## src/hdl/dxt5a_pkg.sv

```systemverilog
package dxt5a_pkg;

   // running bounds of the current block
   typedef struct packed {
      logic [7:0] low;
      logic [7:0] high;
      logic [7:0] low_nz;
      logic [7:0] high_bf;
   } bounds_type;

   // per-pixel command to the quantizer
   typedef struct packed {
      logic start;
      logic six_mode;
      logic span_zero;
   } quant_ctrl_type;

   localparam int unsigned BLOCK_PIXELS = 16;
   localparam int unsigned CODE_WIDTH   = 3;
   localparam int unsigned INDEX_WIDTH  = BLOCK_PIXELS * CODE_WIDTH;

   localparam logic [7:0] ALPHA_ZERO = 8'd0;
   localparam logic [7:0] ALPHA_FULL = 8'd255;

   localparam logic [2:0] CODE_FLAT      = 3'd0;
   localparam logic [2:0] CODE_SIX_ZERO  = 3'd6;
   localparam logic [2:0] CODE_SIX_FULL  = 3'd7;
   localparam logic [2:0] SIX_STEP_LIMIT = 3'd5;

   // eight-value mode: quantized step to format code
   function automatic logic [2:0] code_eight(input logic [2:0] q);
      logic [2:0] c;
      case (q)
         3'd0: c = 3'd1;
         3'd1: c = 3'd7;
         3'd2: c = 3'd6;
         3'd3: c = 3'd5;
         3'd4: c = 3'd4;
         3'd5: c = 3'd3;
         3'd6: c = 3'd2;
         3'd7: c = 3'd0;
         default: c = 3'd0;
      endcase
      return c;
   endfunction

   // six-value mode: quantized step to format code
   function automatic logic [2:0] code_six(input logic [2:0] q);
      logic [2:0] c;
      case (q)
         3'd0: c = 3'd0;
         3'd1: c = 3'd2;
         3'd2: c = 3'd3;
         3'd3: c = 3'd4;
         3'd4: c = 3'd5;
         3'd5: c = 3'd1;
         default: c = 3'd1;
      endcase
      return c;
   endfunction

endpackage

```

## src/hdl/dxt5_alpha_block_encoder.sv

```systemverilog
// DXT5 (BC3) alpha block encoder. Feed the 16 alpha bytes of a 4x4 block in
// raster order, one word per accepted start (start high while busy is low).
// After the 16th word busy stays high through a setup state that picks the
// mode and endpoints, then through each pixel in turn in the shared quantizer
// (a load of 2*d*steps+span, then three restoring divide steps, one quotient
// bit each). The encoded block appears on the rsp_ ports for exactly one cycle
// with rsp_strobe high, in the same cycle that busy falls; the receiver cannot
// stall it, so it must take it then. A new block may begin loading in that
// same cycle.
module dxt5_alpha_block_encoder (
   input  logic        clock,
   input  logic        reset,
   input  logic        start,
   output logic        busy,
   input  logic [7:0]  req_alpha,
   output logic        rsp_strobe,
   output logic [7:0]  rsp_endpoint_first,
   output logic [7:0]  rsp_endpoint_second,
   output logic [47:0] rsp_index_bits
);

   localparam logic [1:0] ST_LOAD  = 2'd0;
   localparam logic [1:0] ST_SETUP = 2'd1;
   localparam logic [1:0] ST_QUANT = 2'd2;

   logic [1:0] state_ff, state_in;
   logic [3:0] count_ff, count_in;
   logic [3:0] pix_ff, pix_in;
   logic       strobe_ff, strobe_in;

   logic [7:0] store_ff [dxt5a_pkg::BLOCK_PIXELS];
   logic [dxt5a_pkg::INDEX_WIDTH-1:0] idx_ff;

   logic [7:0] lo_ff, span_ff, first_ff, second_ff;
   logic       six_ff, span_zero_ff;
   logic [7:0] lo_in, hi_in;
   logic       six_in;

   logic accept;
   logic q_busy, q_done;
   logic [2:0] q_code;

   dxt5a_pkg::bounds_type     bounds;
   dxt5a_pkg::quant_ctrl_type q_ctrl;

   assign busy   = state_ff != ST_LOAD;
   assign accept = start && !busy;

   // bounds tracker, cleared once the setup cycle has read it
   dxt5a_bounds u_bounds (
      .clock  (clock),
      .reset  (reset),
      .update (accept),
      .clear  (state_ff == ST_SETUP),
      .alpha  (req_alpha),
      .bounds (bounds)
   );

   // mode and endpoint selection from the final bounds
   always_comb begin
      six_in = bounds.low != bounds.high && bounds.low == dxt5a_pkg::ALPHA_ZERO
               && bounds.high == dxt5a_pkg::ALPHA_FULL;
      if (six_in) begin
         if (bounds.low_nz == dxt5a_pkg::ALPHA_FULL) begin
            lo_in = dxt5a_pkg::ALPHA_ZERO;
            hi_in = dxt5a_pkg::ALPHA_FULL;
         end else begin
            lo_in = bounds.low_nz;
            hi_in = bounds.high_bf;
         end
      end else begin
         lo_in = bounds.low;
         hi_in = bounds.high;
      end
   end

   always_ff @(posedge clock) begin
      if (state_ff == ST_SETUP) begin
         lo_ff        <= lo_in;
         span_ff      <= hi_in - lo_in;
         span_zero_ff <= hi_in == lo_in;
         six_ff       <= six_in;
         first_ff     <= six_in ? lo_in : hi_in;
         second_ff    <= six_in ? hi_in : lo_in;
      end
   end

   // shared serial quantizer, one pixel at a time from the store head
   always_comb begin
      q_ctrl.start     = state_ff == ST_QUANT && !q_busy;
      q_ctrl.six_mode  = six_ff;
      q_ctrl.span_zero = span_zero_ff;
   end

   dxt5a_quant u_quant (
      .clock (clock),
      .reset (reset),
      .ctrl  (q_ctrl),
      .value (store_ff[0]),
      .lo    (lo_ff),
      .span  (span_ff),
      .busy  (q_busy),
      .done  (q_done),
      .code  (q_code)
   );

   // pixel shift line: loads at the tail, rotates past the quantizer
   always_ff @(posedge clock) begin
      if (accept || q_done) begin
         for (int i = 0; i < dxt5a_pkg::BLOCK_PIXELS - 1; i++) begin
            store_ff[i] <= store_ff[i+1];
         end
         store_ff[dxt5a_pkg::BLOCK_PIXELS-1] <= accept ? req_alpha : store_ff[0];
      end
   end

   // index shift line, pixel 0 ends in the low bits
   always_ff @(posedge clock) begin
      if (q_done) begin
         idx_ff <= {q_code, idx_ff[dxt5a_pkg::INDEX_WIDTH-1:dxt5a_pkg::CODE_WIDTH]};
      end
   end

   // block sequencer
   always_comb begin
      state_in  = state_ff;
      count_in  = count_ff;
      pix_in    = pix_ff;
      strobe_in = 1'b0;
      case (state_ff)
         ST_LOAD: begin
            if (accept) begin
               count_in = count_ff + 4'd1;
               if (count_ff == 4'd15) state_in = ST_SETUP;
            end
         end
         ST_SETUP: begin
            pix_in   = 4'd0;
            state_in = ST_QUANT;
         end
         ST_QUANT: begin
            if (q_done) begin
               pix_in = pix_ff + 4'd1;
               if (pix_ff == 4'd15) begin
                  state_in  = ST_LOAD;
                  strobe_in = 1'b1;
               end
            end
         end
         default: begin
            state_in = ST_LOAD;
         end
      endcase
   end

   always_ff @(posedge clock) begin
      if (reset) begin
         state_ff  <= ST_LOAD;
         count_ff  <= 4'd0;
         pix_ff    <= 4'd0;
         strobe_ff <= 1'b0;
      end else begin
         state_ff  <= state_in;
         count_ff  <= count_in;
         pix_ff    <= pix_in;
         strobe_ff <= strobe_in;
      end
   end

   assign rsp_strobe          = strobe_ff;
   assign rsp_endpoint_first  = first_ff;
   assign rsp_endpoint_second = second_ff;
   assign rsp_index_bits      = idx_ff;

   // the 16th word always leads into setup
   a_last_word_setup: assert property (@(posedge clock) disable iff (reset)
      (accept && count_ff == 4'd15) |=> state_ff == ST_SETUP)
      else $error("sixteenth word did not start encoding");

   // a result only appears with the word counter back at block start
   a_strobe_count: assert property (@(posedge clock) disable iff (reset)
      rsp_strobe |-> count_ff == 4'd0)
      else $error("result strobe in the middle of a block");

   // one strobe per block
   a_single_strobe: assert property (@(posedge clock) disable iff (reset)
      rsp_strobe |=> !rsp_strobe)
      else $error("result strobe held for two cycles");

   // the quantizer only runs while encoding
   a_quant_in_state: assert property (@(posedge clock) disable iff (reset)
      q_busy |-> state_ff == ST_QUANT)
      else $error("quantizer active outside encoding");

endmodule

```

## src/hdl/dxt5a_bounds.sv

```systemverilog
module dxt5a_bounds (
   input  logic                   clock,
   input  logic                   reset,
   input  logic                   update,
   input  logic                   clear,
   input  logic [7:0]             alpha,
   output dxt5a_pkg::bounds_type  bounds
);

   dxt5a_pkg::bounds_type bounds_ff;
   dxt5a_pkg::bounds_type bounds_in;

   // clear the four bounds, or fold one alpha into them
   always_comb begin
      bounds_in = bounds_ff;
      if (clear) begin
         bounds_in.low     = dxt5a_pkg::ALPHA_FULL;
         bounds_in.high    = dxt5a_pkg::ALPHA_ZERO;
         bounds_in.low_nz  = dxt5a_pkg::ALPHA_FULL;
         bounds_in.high_bf = dxt5a_pkg::ALPHA_ZERO;
      end else if (update) begin
         if (alpha < bounds_ff.low) bounds_in.low = alpha;
         if (alpha > bounds_ff.high) bounds_in.high = alpha;
         if (alpha != dxt5a_pkg::ALPHA_ZERO && alpha < bounds_ff.low_nz) begin
            bounds_in.low_nz = alpha;
         end
         if (alpha != dxt5a_pkg::ALPHA_FULL && alpha > bounds_ff.high_bf) begin
            bounds_in.high_bf = alpha;
         end
      end
   end

   always_ff @(posedge clock) begin
      if (reset) begin
         bounds_ff.low     <= dxt5a_pkg::ALPHA_FULL;
         bounds_ff.high    <= dxt5a_pkg::ALPHA_ZERO;
         bounds_ff.low_nz  <= dxt5a_pkg::ALPHA_FULL;
         bounds_ff.high_bf <= dxt5a_pkg::ALPHA_ZERO;
      end else begin
         bounds_ff <= bounds_in;
      end
   end

   assign bounds = bounds_ff;

endmodule

```

## src/hdl/dxt5a_quant.sv

```systemverilog
module dxt5a_quant (
   input  logic                       clock,
   input  logic                       reset,
   input  dxt5a_pkg::quant_ctrl_type  ctrl,
   input  logic [7:0]                 value,
   input  logic [7:0]                 lo,
   input  logic [7:0]                 span,
   output logic                       busy,
   output logic                       done,
   output logic [2:0]                 code
);

   logic        active_ff, active_in;
   logic [1:0]  step_ff, step_in;
   logic [11:0] rem_ff, rem_in;
   logic [11:0] den_ff, den_in;
   logic [1:0]  quot_ff, quot_in;
   logic        fixed_ff, fixed_in;
   logic [2:0]  fixed_code_ff, fixed_code_in;
   logic        six_ff, six_in;

   logic [7:0]  diff;
   logic [11:0] num;
   logic        ge;
   logic [2:0]  q;
   logic [2:0]  q_six;

   // numerator 2*d*steps + span, steps 5 or 7 by shifts, adds and a subtract
   always_comb begin
      diff = value - lo;
      if (ctrl.six_mode) begin
         num = {1'b0, diff, 3'b000} + {3'b000, diff, 1'b0} + {4'b0000, span};
      end else begin
         num = {diff, 4'b0000} - {3'b000, diff, 1'b0} + {4'b0000, span};
      end
   end

   // one restoring divide step per cycle
   assign ge = rem_ff >= den_ff;

   always_comb begin
      active_in     = active_ff;
      step_in       = step_ff;
      rem_in        = rem_ff;
      den_in        = den_ff;
      quot_in       = quot_ff;
      fixed_in      = fixed_ff;
      fixed_code_in = fixed_code_ff;
      six_in        = six_ff;
      if (ctrl.start && !active_ff) begin
         active_in = 1'b1;
         step_in   = 2'd0;
         rem_in    = num;
         den_in    = {1'b0, span, 3'b000};
         quot_in   = 2'd0;
         six_in    = ctrl.six_mode;
         fixed_in  = 1'b1;
         if (ctrl.six_mode && value == dxt5a_pkg::ALPHA_ZERO) begin
            fixed_code_in = dxt5a_pkg::CODE_SIX_ZERO;
         end else if (ctrl.six_mode && value == dxt5a_pkg::ALPHA_FULL) begin
            fixed_code_in = dxt5a_pkg::CODE_SIX_FULL;
         end else if (ctrl.span_zero) begin
            fixed_code_in = dxt5a_pkg::CODE_FLAT;
         end else begin
            fixed_in      = 1'b0;
            fixed_code_in = dxt5a_pkg::CODE_FLAT;
         end
      end else if (active_ff) begin
         if (ge) rem_in = rem_ff - den_ff;
         den_in  = {1'b0, den_ff[11:1]};
         quot_in = {quot_ff[0], ge};
         step_in = step_ff + 2'd1;
         if (step_ff == 2'd2) active_in = 1'b0;
      end
   end

   always_ff @(posedge clock) begin
      if (reset) begin
         active_ff <= 1'b0;
         step_ff   <= 2'd0;
      end else begin
         active_ff <= active_in;
         step_ff   <= step_in;
      end
   end

   always_ff @(posedge clock) begin
      rem_ff        <= rem_in;
      den_ff        <= den_in;
      quot_ff       <= quot_in;
      fixed_ff      <= fixed_in;
      fixed_code_ff <= fixed_code_in;
      six_ff        <= six_in;
   end

   // final quotient bit comes straight from the last compare
   always_comb begin
      q     = {quot_ff, ge};
      q_six = (q > dxt5a_pkg::SIX_STEP_LIMIT) ? dxt5a_pkg::SIX_STEP_LIMIT : q;
      if (fixed_ff) begin
         code = fixed_code_ff;
      end else if (six_ff) begin
         code = dxt5a_pkg::code_six(q_six);
      end else begin
         code = dxt5a_pkg::code_eight(q);
      end
   end

   assign busy = active_ff;
   assign done = active_ff && step_ff == 2'd2;

   // a divide step is always preceded by an active cycle
   a_step_follows_active: assert property (@(posedge clock) disable iff (reset)
      (active_ff && step_ff != 2'd0) |-> $past(active_ff))
      else $error("quantizer step without prior active cycle");

   // a new load never lands on a running divide
   a_no_restart: assert property (@(posedge clock) disable iff (reset)
      (active_ff && !done) |=> active_ff)
      else $error("quantizer dropped a pixel mid-divide");

endmodule

```

## config.mk

```make
export PLATFORM = sky130hd
export DESIGN_NAME = dxt5_alpha_block_encoder
export DESIGN_NICKNAME = d
export VERILOG_FILES = /design/src/hdl/dxt5a_pkg.sv /design/src/hdl/dxt5_alpha_block_encoder.sv /design/src/hdl/dxt5a_bounds.sv /design/src/hdl/dxt5a_quant.sv
export SDC_FILE = /design/constraint.sdc
export NUM_CORES = 1
export LEC_CHECK = 0
export ABC_CLOCK_PERIOD_IN_PS = 5600
export BUFFER_PORTS_ARGS = -buffer_cell sky130_fd_sc_hd__buf_4
export CORE_MARGIN = 10
export CORE_UTILIZATION = 45
export CTS_CLUSTER_SIZE = 28
export DETAILED_ROUTE_END_ITERATION = 10
export SYNTH_ARGS = -nofsm -noshare
export SYNTH_HDL_FRONTEND = slang
export SYNTH_SLANG_ARGS = --single-unit
```

## constraint.sdc

```tcl
create_clock -name clock -period 5.6 [get_ports clock]
set_input_delay 1.12 -clock clock [delete_from_list [all_inputs] [get_ports clock]]
set_output_delay 1.12 -clock clock [all_outputs]
set_load 0.005 [all_outputs]
```

==> metrics.txt, run 1 <==
port buffer count 76; first-pass GRT wire length 41,200 µm; number of global-route vias before repair 7,598; Clock power frac 0.382; Post-Synth XOR/XNOR Area 0.0294; Fin Hold WS 415 ps; Worst slew margin 0.277; CTS Hold Bufs 0; final hold viol count 0; DP Wirelength 17,900 µm; placed insts 1,429; Seq. cell area 8050 µm²; leak pwr around 5.8 nW; fin cells 1,485; post-synthesis compound-gate area fraction 0.0973; post-synthesis mux area share 0.0150; initial antenna violation count 0; most common cell after layout, fill and taps aside edfxtp_1; Layout Nets 1,191; post-synth top area cell edfxtp_1; Placed Area 13,700 µm²; DIE WIDTH 188 µm; Final min period 4370 ps; internal power roughly 3.7 mW; synth warn 0; RD Place Congestion around 0.86; Avg Inst Size Synth 12.8 µm²; clock tree buffer depth 3; DRT iter0 DRCs 504; total gr overflow 0; fillers 2,419; Comb pwr share 0.114; RSZ-0062 raised after global routing false; IR drop worst, VDD 235 µV; Post-synth ARST share 0; drt pass-1 iters 5; outcome finished, final reports clean; sequential cell area fraction in the yosys report 0.631; number of buffers created by CTS 30; crit end category flip-flop; Max Slew Vio Count 0; required time of the critical path 5980 ps; Worst Tran Pin Value 1080 ps; DR WL/cell between 15 and 20 µm; most frequent cells in the layout edfxtp_1, inv_1, ha_1; Arr. time, crit path 4750 ps; Synth Flop Type edfxtp_1; crit path max fanout 4; core area 27,900 µm²; path category of the worst min-delay check flip-flop to flip-flop; fin area 14,700 µm²; top-area cell type share of the netlist area 0.551; n_diodes 0; Reg power frac 0.504; Sw Share 0.239; CTS root buf clkbuf_16; NetSw 1.16 mW; Post-synth EDFFs 234; Core Rows just over 60; post-synthesis adder-cell area fraction 0.103; Clk Latency, worst-skew pair 540 ps; area of the multi-input gates ~4300 µm²; Final ANT Viol Nets 0; Cell variety after synth 60; Worst-path clk slew 60 ps; mapped cell area between 10,000 and 15,000 µm²; Synth Register Bits 285; DRT Wirelength 25,900 µm; # clock sinks 285; Synth area leaders edfxtp_1, ha_1, dfxtp_1; fin crit share 0.780; Vias/cell 5.21; H-tree levels 1; Max-Cap Viols 0; Initial Utilization 0.458; total die area 35,500 µm²; Max Fclk 229 MHz; Total GRT Usage 0.142; Mapped Nets around 1,100; TritonCTS clock tree built; Worst Skew 16.0 ps; PwrDens 330 nW/µm²; Critical Path Start Type flip-flop; WS Path Type flip-flop to flip-flop; layout cell share with drive strength beyond 1 0.132; Ports 77; Cells after Synth 996; Setup Buffers After CTS 0; largest family of logic cells by synthesized area adder cells; DRC viols 0; via count 7,730; Final Setup Violations 0; Synth Area in Simple Gates 0.0882; die height 188 µm; pin count of the biggest net entering global routing 88; Post-CTS Resized 0; synth-to-layout area growth 15.0%; setup TNS 0 ps
worst max-delay path: stages (launching register included):
cell,delay (ps)
edfxtp_1,420
inv_1,120
ha_1,180
inv_1,60
fa_1,430
a21o_2,210
a21oi_1,170
xnor2_1,230
inv_1,150
fa_1,410
ha_1,330
o21ai_0,170
nand2b_1,70
a21oi_1,180
a21oi_1,110
or4_4,450
and3_4,190
nor3_1,160
a2bb2oi_1,180
synthesized netlist by cell type, types with 14 or more instances:
library cell / number
dfxtp_1: 51
a21oi_1: 51
o21ai_0: 56
a21o_1: 14
nand3_1: 19
xnor2_1: 26
clkbuf_1: 24
edfxtp_1: 234
xor2_1: 15
ha_1: 85
nand2_1: 80
nor2_1: 52
mux2i_1: 18
inv_1: 96
nand4_1: 15
power groups by stage:
| stage | combinational [mW] | clock, mW | sequential [mW] |
|---|---|---|---|
| 2_1_floorplan | 0.424 | 0 | 2.47 |
| 3_3_place_gp | 0.542 | 0 | 2.48 |
| 3_5_place_dp | 0.551 | 0 | 2.49 |
| 4_1_cts | 0.554 | 1.91 | 2.44 |
| 5_1_grt | 0.626 | 2.00 | 2.45 |
| 6_report | 0.550 | 1.85 | 2.44 |
registers in the layout, summed over array words and instances (netlist names), 2 cells and up:
name	flops
rsp_endpoint_first	8
u_quant.step_ff	2
u_bounds.bounds	32
store_ff	128
rsp_endpoint_second	8
u_quant.quot_ff	2
rsp_index_bits	48
u_quant.fixed_code_ff	2
span_ff	8
state_ff	2
u_quant.den_ff	11
pix_ff	4
lo_ff	8
count_ff	4
u_quant.rem_ff	12
kinds of logic (layout without fill, tap and decap cells):
logic type	Yosys count	after routing
buffers and inverters	122	233
AO/OA/AOI/OAI	197	197
multiplexers	19	19
adder cells (fa/ha/maj)	98	98
XOR/XNOR	42	42
AND/OR/NAND/NOR	233	233
flip-flops	285	285
worst paths after layout:
path                   from                 end  slack (ps)  depth (start not counted)
min reg2reg  store_ff[1][6]     store_ff[0][62]         420                          0
max          store_ff[0][0]  u_quant.rem_ff[11]        1230                         18
min          store_ff[1][6]     store_ff[0][62]         420                          0
max reg2reg  store_ff[0][0]  u_quant.rem_ff[11]        1230                         18
metal layers:
metal,wire (µm),vias up,global-route usage
met2,11400,169,0.218
met5,0,-,0
met3,1410,29,0.0301
met1,12600,3742,0.202
met4,448,0,0.0308
li1,-,3790,-
final cells by class:
class | count | share of cell area
inverter | 97 | 0.0248
timing repair buffer | 80 | 0.0409
tap | 378 | 0.0322
multi-input combinational | 589 | 0.290
sequential | 285 | 0.548
clock inverter | 17 | 0.00818
clock buffer | 39 | 0.0556
stage by stage:
| stage | power [mW] | worst slack, ps | utilization |
|---|---|---|---|
| final | 4.84 | 1230 | 0.527 |
| after global placement | 3.03 | 1320 | 0.493 |
| after global routing | 5.07 | 870 | 0.527 |
| after floorplan | 2.89 | 856 | - |
| after detailed placement | 3.04 | 1250 | 0.493 |
| after CTS | 4.91 | 1240 | 0.527 |
(Power assumes the default switching activity.)
==> inputs of run 2 (changes only) <==
Settings changed: ABC_AREA set to 1, ABC_CLOCK_PERIOD_IN_PS 5600 to 4200.
Clock period 5.6 ns to 4.2 ns, I/O delays scaled along.
==> run 2 against run 1 <==
Against the previous run: die area rose by 1.6%; non-clock buffer count increased by 4; global-route usage increased by 0.75 points; sequential share of layout area down 1.2 points.
==> metrics.txt, run 2 <==
outcome finished, final reports clean; Final min period ~3700 ps; mapped cell area 13,000 µm²; Cells after Synth 1,120; number of buffers created by CTS 31; crit end category flip-flop; layout cell share with drive strength beyond 1 0.142; pre-CTS WS 374 ps; setup TNS 0 ps; Worst-path clk slew 70 ps; Cell variety after synth 54; Worst Skew roughly 9.5 ps; Synth Flop Type edfxtp_1; worst r2r src store_ff[0][0]; top-area cell type share of the netlist area 0.541; Ports 77; final setup margin 480 ps; Mapped Nets around 1,200; Clk Latency, worst-skew pair between 500 and 600 ps; crit path max fanout 6; Synth area leaders edfxtp_1, ha_1, dfxtp_1; leak pwr between 6 and 7 nW; total gr overflow 0; CP startpoint store_ff[0][0]; Largest Register store_ff; Layout Nets 1,328; via count 8,235; post-synth top area cell edfxtp_1; Core Rows 62; Seq. cell area 8050 µm²; die height 190 µm; required time of the critical path 4500 ps; clock tree buffer depth 3; Synth top cells by count edfxtp_1, nand2_1, inv_1, a21oi_1, ha_1; Final Setup Violations 0; DIE WIDTH 190 µm; WHS Path Cells 0; Arr. time, crit path 4020 ps; Max Fclk about 270 MHz; drt pass-1 iters 5; n_diodes 0; initial antenna violation count 0; DR WL/cell around 17 µm; fin crit share 0.886; final hold viol count 0; Worst Tran Pin Value 1060 ps; Hold Path End store_ff[1][19]; Vias/cell 5.06; hold path start store_ff[1][27]; path category of the worst min-delay check flip-flop to flip-flop; synth warn 0; most frequent cell after synthesis edfxtp_1; Synth Register Bits 285; Critical Path Start Type flip-flop; most common cell after layout, fill and taps aside edfxtp_1; first-pass GRT wire length 43,700 µm; synth-to-layout area growth 15.5%; Post-synth ARST share 0; RD Place Congestion 0.868; pin count of the biggest net entering global routing 57; TritonCTS clock tree built; IR drop worst, VDD 254 µV; Critical R2R Capture u_quant.rem_ff[10]; PwrDens 434 nW/µm²; total die area 36,100 µm²; Post-synth EDFFs 234; worst r2r path cells 17; DRT iter0 DRCs 562; Total GRT Usage 0.149; Initial Utilization 0.454; Max-Cap Viols 0; area of the multi-input gates 4270 µm²; # clock sinks 285; WS Path Type flip-flop to flip-flop; fillers ~2,500; RSZ-0062 raised after global routing false; most frequent cells in the layout edfxtp_1, nand2_1, inv_1; Avg Inst Size Synth around 12 µm²; DRC viols 0; DRT Wirelength 27,000 µm; core area 28,600 µm²; sequential cell area fraction in the yosys report 0.620; H-tree levels 1; Max Slew Vio Count 0; CTS root buf clkbuf_16; Largest register FFs ~130; Final ANT Viol Nets 0; port buffer count 76; Worst R2R Setup Slack 480 ps; Worst slew margin 0.289; DP Wirelength ~19,000 µm; number of global-route vias before repair 8,120
run 2: kinds of logic (layout without fill, tap and decap cells):
family | after synthesis | after routing | share of synthesized area
AND/OR/NAND/NOR | 313 | 313 | 0.112
flip-flops | 285 | 285 | 0.620
buffers and inverters | 178 | 303 | 0.0533
adder cells (fa/ha/maj) | 97 | 97 | 0.100
AO/OA/AOI/OAI | 221 | 221 | 0.0971
XOR/XNOR | 26 | 26 | 0.0175
run 2: critical path, stage by stage (launching register included):
cell and delay [ps]:
edfxtp_1 380, inv_1 100, ha_1 140, inv_1 70, fa_1 420, a31o_2 240
xor2_2 230, inv_1 130, fa_1 470, ha_1 380, a21oi_1 220, o211ai_1 140
a21oi_1 150, nand2_1 80, a21oi_1 120, nor2_1 60, o21ai_1 70, nand2_1 60
run 2: report_power, final:
| group | leakage [nW] | total [mW] | switching, mW | internal [mW] |
|---|---|---|---|---|
| Clock | 0.472 | 2.53 | 1.11 | 1.42 |
| Combinational | 3.12 | 0.732 | 0.470 | 0.263 |
| Sequential | 2.64 | 3.25 | 0.0630 | 3.19 |
run 2: what timing repair did:
| action | in CTS | in global routing |
|---|---|---|
| buffers inserted | 0 | 0 |
| endpoints found under the setup margin | 0 | 1 |
| gates resized for setup | 0 | 1 |
| hold buffers | 0 | 0 |
run 2: area by class of cell:
cell class	count	area share
well taps	384	0.0320
flip-flops and latches	285	0.537
inverters	161	0.0405
multi-input cells	657	0.285
clock inverters	23	0.0103
clock buffers	35	0.0527
repair buffers	84	0.0429
run 2: worst max-delay path by stage:
stage	to	slack (ps)
finish	u_quant.rem_ff[10]	480
global route	u_quant.rem_ff[10]	90
CTS	u_quant.rem_ff[10]	350
detailed placement	u_quant.rem_ff[10]	370
global placement	u_quant.rem_ff[10]	420
floorplan	u_quant.rem_ff[10]	670
run 2: metal layers:
| metal | vias to the layer above | GRT usage | wire length (µm) |
|---|---|---|---|
| met5 | - | 0 | 0 |
| met1 | 3905 | 0.204 | 12700 |
| li1 | 4143 | - | - |
| met2 | 142 | 0.240 | 12600 |
| met4 | 0 | 0.0412 | 552 |
| met3 | 45 | 0.0271 | 1210 |
run 2: stage by stage:
| step | power, mW | cells | hold slack, ps | cell area [µm²] | utilization |
|---|---|---|---|---|---|
| after detailed placement | 4.04 | 1571 | 405 | 14000 | 0.491 |
| final | 6.51 | 1629 | 411 | 15000 | 0.524 |
| after global placement | 4.02 | 1571 | 401 | 14000 | 0.491 |
| after floorplan | 3.84 | 1120 | 400 | 13000 | - |
| after global routing | 6.84 | 1629 | 415 | 15000 | 0.524 |
| after CTS | 6.60 | 1629 | 415 | 15000 | 0.524 |
